## src/sv/dmadr_pkg.sv

```systemverilog
// Shared types and constants for the dual moving-average steering-error block.
package dmadr_pkg;

  localparam int ERR_W     = 16;
  localparam int FRAC_BITS = 15;

  typedef logic [ERR_W-1:0] err_t;

  localparam err_t ERR_MAX  = 16'h7FFF;
  localparam err_t ERR_MIN  = 16'h8000;
  localparam err_t ERR_ZERO = 16'h0000;

endpackage

```

## src/sv/dual_moving_average_diff_ratio.sv

```systemverilog
// Top level: dual moving-average filter with (L-R)/(L+R) steering error.
//
// Input stream s_*: one request carries a left and a right sensor sample.
// Output stream m_*: one result per request, with the Q1.15 steering error
// and the two filtered values.
// Both channels share one window memory (WINDOW entries of {right, left})
// with a registered read; the running sums, write pointer and fill
// count are registers. One shared restoring divider, one quotient bit per
// cycle, produces left average, right average and the error in turn; the
// error division is skipped when either average is zero.
// A new request is taken in the cycle after the result is loaded into the
// output register, so the block takes no new request while it is dividing.
// Reset clears pointer, fill count, sums and handshake state; the window
// memory needs no clearing because a slot is only read back once the ring
// is full. If the receiver stalls, the finished result waits in state DONE
// and the output register holds its last result until it is taken.
module dual_moving_average_diff_ratio
  import dmadr_pkg::*;
#(
  parameter int WINDOW      = 8,
  parameter int SAMPLE_BITS = 12
) (
  input  logic                                          clk,
  input  logic                                          rst,
  input  logic                                          s_tvalid,
  output logic                                          s_tready,
  // left_sample, right_sample
  input  logic [((2*SAMPLE_BITS+7)/8)*8-1:0]            s_tdata,
  output logic                                          m_tvalid,
  input  logic                                          m_tready,
  // steering_error, left_average, right_average
  output logic [((ERR_W+2*SAMPLE_BITS+7)/8)*8-1:0]      m_tdata
);

  localparam int SB     = SAMPLE_BITS;
  localparam int OUT_TW = ((ERR_W + 2*SB + 7) / 8) * 8;
  localparam int SW     = SB + $clog2(WINDOW);
  localparam int FW     = $clog2(WINDOW + 1);
  localparam int PW     = $clog2(WINDOW);
  localparam int QW     = (SW > FRAC_BITS) ? SW : FRAC_BITS;
  localparam int CW     = $clog2(QW + 1);
  localparam int RW     = SB + 2;

  localparam logic [2:0] ST_IDLE = 3'd0;
  localparam logic [2:0] ST_UPD  = 3'd1;
  localparam logic [2:0] ST_DIVL = 3'd2;
  localparam logic [2:0] ST_DIVR = 3'd3;
  localparam logic [2:0] ST_DIVE = 3'd4;
  localparam logic [2:0] ST_DONE = 3'd5;

  logic [2:0]      state;
  logic [PW-1:0]   wpos;
  logic [FW-1:0]   fill;
  logic [SW-1:0]   lsum;
  logic [SW-1:0]   rsum;
  logic [SB-1:0]   lsamp;
  logic [SB-1:0]   rsamp;
  logic [2*SB-1:0] rd_data;
  logic [2*SB-1:0] win_mem [WINDOW];

  logic [RW-1:0]   rem;
  logic [SW-1:0]   dend;
  logic [RW-1:0]   dvsr;
  logic [QW-1:0]   quo;
  logic [CW-1:0]   cnt;
  logic            neg;

  logic [SB-1:0]   avg_l;
  logic [SB-1:0]   avg_r;
  err_t            err;

  logic [SB-1:0]   out_l;
  logic [SB-1:0]   out_r;
  err_t            out_err;

  logic            accept;
  logic            full;
  logic [SW-1:0]   lsum_next;
  logic [SW-1:0]   rsum_next;
  logic [FW-1:0]   fill_next;

  logic [RW:0]     sh;
  logic            ge;
  logic [RW-1:0]   rem_step;
  logic [QW-1:0]   q_step;
  logic            last;

  logic [SB-1:0]   ra;
  logic [SB-1:0]   rb;
  logic [SB:0]     total;
  logic [SB-1:0]   diff;

  assign accept   = s_tvalid && s_tready;
  assign s_tready = (state == ST_IDLE);
  assign full     = (fill == FW'(WINDOW));

  assign lsum_next = lsum - (full ? SW'(rd_data[SB-1:0]) : SW'(0)) + SW'(lsamp);
  assign rsum_next = rsum - (full ? SW'(rd_data[2*SB-1:SB]) : SW'(0)) + SW'(rsamp);
  assign fill_next = full ? fill : fill + FW'(1);

  // one restoring-division step
  assign sh       = {rem, dend[SW-1]};
  assign ge       = (sh >= {1'b0, dvsr});
  assign rem_step = ge ? RW'(sh - {1'b0, dvsr}) : RW'(sh);
  assign q_step   = {quo[QW-2:0], ge};
  assign last     = (cnt == CW'(1));

  // ratio operands, right average straight from the final step
  assign ra    = avg_l;
  assign rb    = q_step[SB-1:0];
  assign total = {1'b0, ra} + {1'b0, rb};
  assign diff  = (ra >= rb) ? ra - rb : rb - ra;

  always_ff @(posedge clk) begin
    if (accept) begin
      rd_data <= win_mem[wpos];
    end
    if (state == ST_UPD) begin
      win_mem[wpos] <= {rsamp, lsamp};
    end
  end

  always_ff @(posedge clk) begin
    if (rst) begin
      state    <= ST_IDLE;
      wpos     <= '0;
      fill     <= '0;
      lsum     <= '0;
      rsum     <= '0;
      cnt      <= '0;
      m_tvalid <= 1'b0;
    end else begin
      if (m_tvalid && m_tready && state != ST_DONE) begin
        m_tvalid <= 1'b0;
      end
      unique case (state)
        ST_IDLE: begin
          if (accept) begin
            lsamp <= s_tdata[SB-1:0];
            rsamp <= s_tdata[2*SB-1:SB];
            state <= ST_UPD;
          end
        end
        ST_UPD: begin
          lsum  <= lsum_next;
          rsum  <= rsum_next;
          fill  <= fill_next;
          wpos  <= (wpos == PW'(WINDOW - 1)) ? '0 : wpos + PW'(1);
          rem   <= '0;
          dend  <= lsum_next;
          dvsr  <= RW'(fill_next);
          quo   <= '0;
          cnt   <= CW'(SW);
          state <= ST_DIVL;
        end
        ST_DIVL: begin
          if (last) begin
            avg_l <= q_step[SB-1:0];
            rem   <= '0;
            dend  <= rsum;
            quo   <= '0;
            cnt   <= CW'(SW);
            state <= ST_DIVR;
          end else begin
            rem  <= rem_step;
            dend <= {dend[SW-2:0], 1'b0};
            quo  <= q_step;
            cnt  <= cnt - CW'(1);
          end
        end
        ST_DIVR: begin
          if (last) begin
            avg_r <= rb;
            neg   <= (ra < rb);
            if (total == '0) begin
              err   <= ERR_ZERO;
              state <= ST_DONE;
            end else if (rb == '0) begin
              err   <= ERR_MAX;
              state <= ST_DONE;
            end else if (ra == '0) begin
              err   <= ERR_MIN;
              state <= ST_DONE;
            end else begin
              rem   <= RW'(diff);
              dend  <= '0;
              dvsr  <= RW'(total);
              quo   <= '0;
              cnt   <= CW'(FRAC_BITS);
              state <= ST_DIVE;
            end
          end else begin
            rem  <= rem_step;
            dend <= {dend[SW-2:0], 1'b0};
            quo  <= q_step;
            cnt  <= cnt - CW'(1);
          end
        end
        ST_DIVE: begin
          if (last) begin
            err   <= neg ? ERR_ZERO - ERR_W'(q_step[FRAC_BITS-1:0])
                         : ERR_W'(q_step[FRAC_BITS-1:0]);
            state <= ST_DONE;
          end else begin
            rem  <= rem_step;
            dend <= {dend[SW-2:0], 1'b0};
            quo  <= q_step;
            cnt  <= cnt - CW'(1);
          end
        end
        ST_DONE: begin
          if (!m_tvalid || m_tready) begin
            out_err  <= err;
            out_l    <= avg_l;
            out_r    <= avg_r;
            m_tvalid <= 1'b1;
            state    <= ST_IDLE;
          end
        end
        default: begin
          state <= ST_IDLE;
        end
      endcase
    end
  end

  assign m_tdata = OUT_TW'({out_r, out_l, out_err});

  a_accept_update: assert property (@(posedge clk) disable iff (rst)
    accept |=> state == ST_UPD)
    else $error("accepted request did not enter update");

  a_fill_bound: assert property (@(posedge clk) disable iff (rst)
    fill <= FW'(WINDOW))
    else $error("fill count above window");

  a_warmup_pos: assert property (@(posedge clk) disable iff (rst)
    !full |-> FW'(wpos) == fill)
    else $error("write pointer and fill count disagree during warm-up");

  a_empty_sums: assert property (@(posedge clk) disable iff (rst)
    fill == '0 |-> lsum == '0 && rsum == '0)
    else $error("nonzero sum with empty window");

  a_err_count: assert property (@(posedge clk) disable iff (rst)
    state == ST_DIVE |-> cnt <= CW'(FRAC_BITS) && cnt != '0)
    else $error("error division step count out of range");

endmodule

```

## config.mk

```make
export PLATFORM = sky130hd
export DESIGN_NAME = dual_moving_average_diff_ratio
export DESIGN_NICKNAME = d
export VERILOG_FILES = /design/src/sv/dmadr_pkg.sv /design/src/sv/dual_moving_average_diff_ratio.sv
export SDC_FILE = /design/constraint.sdc
export NUM_CORES = 1
export LEC_CHECK = 0
export ABC_CLOCK_PERIOD_IN_PS = 6300
export BUFFER_PORTS_ARGS = -buffer_cell sky130_fd_sc_hd__buf_2
export CORE_UTILIZATION = 25
export DETAILED_ROUTE_END_ITERATION = 10
export PLACE_DENSITY_LB_ADDON = 0.15
export SYNTH_ARGS = -nofsm -noshare
export SYNTH_HDL_FRONTEND = slang
export SYNTH_SLANG_ARGS = --single-unit
```

## constraint.sdc

```tcl
create_clock -name clk -period 6.3 [get_ports clk]
set_input_delay 0.315 -clock clk [delete_from_list [all_inputs] [get_ports clk]]
set_output_delay 0.315 -clock clk [all_outputs]
set_load 0.005 [all_outputs]
```

==> results.cfg <==
[run_status]
status = finished clean

[timing]
hold_viol_final = 0
setup_viol = 0
tightest_slew_ns = 1.105
rsz0062_at_grt = false
slew_viol_final = 0
holdWs_ns = 0.1479
fmaxAchievable_mhz = 184.1
fin_crit_sh_pct = 86.20
fin_skew_ns = 0.04513
fin_tns_setup_ns = 0
max_slew_margin_pct = 26.25
period_minus_slack_ns = 5.431
fin_ws_ns = 0.8691

[logic_synthesis]
synth_top_area_share_pct = 56.75
synthCells = 1609
synthFlopType = edfxtp_1
yosysTopAreaCell = edfxtp_1
syn-cell-area_um2 = 19950
yosys_warnings = 0
ys_seq_elements = 422
synth_cell_type_count = 75
synth-edff-count = 377
async_reset_ff_share_pct = 0
syn_nets = 1751
syn_area_per_cell_um2 = 12.40
synthTopCellsByArea = edfxtp_1, ha_1, dfxtp_1
ys_seq_area_share_pct = 61.26

[final_layout]
num_antenna_cells = 0
area_growth_pct = 17.14
layout.nets = 1848
final_cell_mix = edfxtp_1, inv_1, a22oi_1
n_fill_cell = 8087
multi_input_area_um2 = 6885
final_cells = 2792
final_common_cell = edfxtp_1
regArea_um2 = 12220
drive_gt1_share_pct = 11.54

[floorplan]
rows = 103
fp.coreArea_um2 = 79000
pin_count = 70
start_util_pct = 25.25
dieArea_um2 = 80930
die_x_um = 284.5
die_h_um = 284.5

[worst_setup_path]
cp_data_required_time_ns = 6.49
start_kind = flop
crit_path_cell_trace = ha_1 -> nor2b_1 -> o21ai_0 -> a21oi_1 -> o21ai_1 -> o311a_1 -> inv_1 -> ha_1 -> fa_1 -> nand2b_1 -> a221o_1 -> a2bb2oi_2 -> nor2_1 -> a21oi_1 -> and4b_1 -> a41oi_2 -> o21ai_4 -> inv_2
critPathTopFamily = compound AO/OA/AOI/OAI gates
timing.critical_path.fanout_max = 43
critPathKind = flop to flop
cp_num_buf_inv = 2
arrival_ns = 5.62
crit_path_end_kind = flop
slowest_delay_ns = 0.81
slowest_stage = inv_2

[pwr]
p_clk_share_pct = 34.4
power.switching_mw = 2.473
ir_worst_vdd_mv = 0.1887
comb_power_share_pct = 22.6
seqPwrFrac_pct = 42.9
swShare_pct = 30.53
internal-power_mw = 5.627
p_leak_nw = 8.403
p_per_area_nw_per_um2 = 346.6

[grt]
grt_max_degree = 44
grt_pass1_wl_um = 82970
antenna_found_initial = 1
track_usage_pct = 13.49
grt_overflow = 0
grt_pass1_vias = 13247

[routing]
vias = 12780
ant_nets = 0
first_iter_violations = 882
wl_per_cell_um = 19.53
vias_per_cell = 4.577
dr.pass1.iters = 5
wl_um = 54540
drc = 0

[worst_hold_path]
hp-class = input port to flop

[placement]
dp_hpwl_um = 34850
io_buffers = 69
dp_cells = 2681
gp_congestion = 0.8202
pre_cts_slack_ns = 0.8477

[clocking]
cts_max_level = 2
path_clk_slew_ns = 0.06
cts_sinks = 422
tritoncts = yes
cts_buffers = 49
cts_setup_buffers = 0
cts-root-buf = clkbuf_16
cts-resized-gates = 0
clk_latency_ns = 0.61
clockBufferDepth = 3

[flow_run]
drv_cap = 0
stage by stage:
step / utilization, % / instance area, um^2 / power (mW)
5_1_grt: 29.58 / 23370 / 8.575
6_report: 29.58 / 23370 / 8.100
3_3_place_gp: 27.28 / 21550 / 5.378
3_5_place_dp: 27.28 / 21550 / 5.379
4_1_cts: 29.58 / 23370 / 8.240
2_1_floorplan: - / 19950 / 4.814
cell usage after synthesis, drive strengths merged, types with 3 or more instances:
library cell  number
dfxtp             45
xor2              17
nor3b              7
nor2b             17
a21o              19
xnor2             53
a31oi              5
buf               13
nor2             106
fa                28
a211oi            11
o21a               8
a311oi             3
nand4             30
a221oi             3
nand3             20
o31ai              8
nor3              27
o21bai             6
and3b              3
nor4               9
clkbuf            55
a22oi            105
nand2             85
a21oi             89
a2111oi            3
a221o              3
o41ai              5
and2              35
or3               12
and3               7
o2111ai            4
nand3b             4
nand2b            12
o21ai             68
mux2i             11
inv              167
o22ai             11
edfxtp           377
a222oi             6
o211ai             3
ha                86
tightest hold or removal path: stages:
cell and delay, ns:
buf_2 0.13, nor2b_1 0.09, nor2_1 0.10, nor2_1 0.04
power by group through the flow:
stage	Clock [mW]	Combinational [mW]	Sequential (mW)
floorplan	0	1.35	3.46
global placement	0	1.85	3.53
detailed placement	0	1.84	3.54
CTS	2.90	1.86	3.48
global route	3.00	2.07	3.50
finish	2.79	1.83	3.48
cells by family after synthesis:
group	after synthesis	synth area share, %
muxes	12	0.6084
DFF	422	61.26
xor gates and xnor gates	70	3.073
buffers and inverters	235	4.597
and+or+nand+nor	379	9.427
AOI/OAI and AO/OA	377	12.83
adders and majority gates	114	8.204
state kept, by name, indices dropped and copies added (netlist names):
register and flops:
out_r 12, wpos 3, rsamp 12, cnt 4, rem 14, m_tvalid 1
win_mem 192, lsamp 12, lsum 15, dvsr 13, fill 4, out_l 12
dend 15, rsum 15, out_err 16, quo 14, rd_data 24, state 3
avg_r 12, err 16, neg 1, avg_l 12
routing by layer:
metal	up-vias	part of all wire (%)	global-route usage (%)
met5	-	0	0
met4	0	2.5	4.167
met3	75	4.1	2.063
met2	273	47	22.02
met1	6353	47	18.33
li1	6079	-	-
cell type report:
cell class | instances | share of cell area [%]
tap | 1050 | 5.622
timing repair buffer | 114 | 3.180
clock buffer | 56 | 5.360
inverter | 167 | 2.682
sequential | 422 | 52.30
clock inverter | 31 | 1.392
multi-input combinational | 952 | 29.46
final timing paths:
check,start,end,slack [ns],cells past startpoint
max,rem[0]$_DFFE_PP_,dend[9]$_DFFE_PP_,0.87,18
min,m_tready,m_tvalid$_SDFF_PP0_,0.15,4
max reg2reg,rem[0]$_DFFE_PP_,dend[9]$_DFFE_PP_,0.87,18
min reg2reg,avg_r[11]$_DFFE_PP_,out_r[11]$_DFFE_PP_,0.42,0
what timing repair did:
item / in CTS / in global routing
hold buffers: 24 / 0
hold endpoints to repair: 24 / 0
endpoints found under the setup margin: 0 / 0
(Power assumes the default switching activity.)
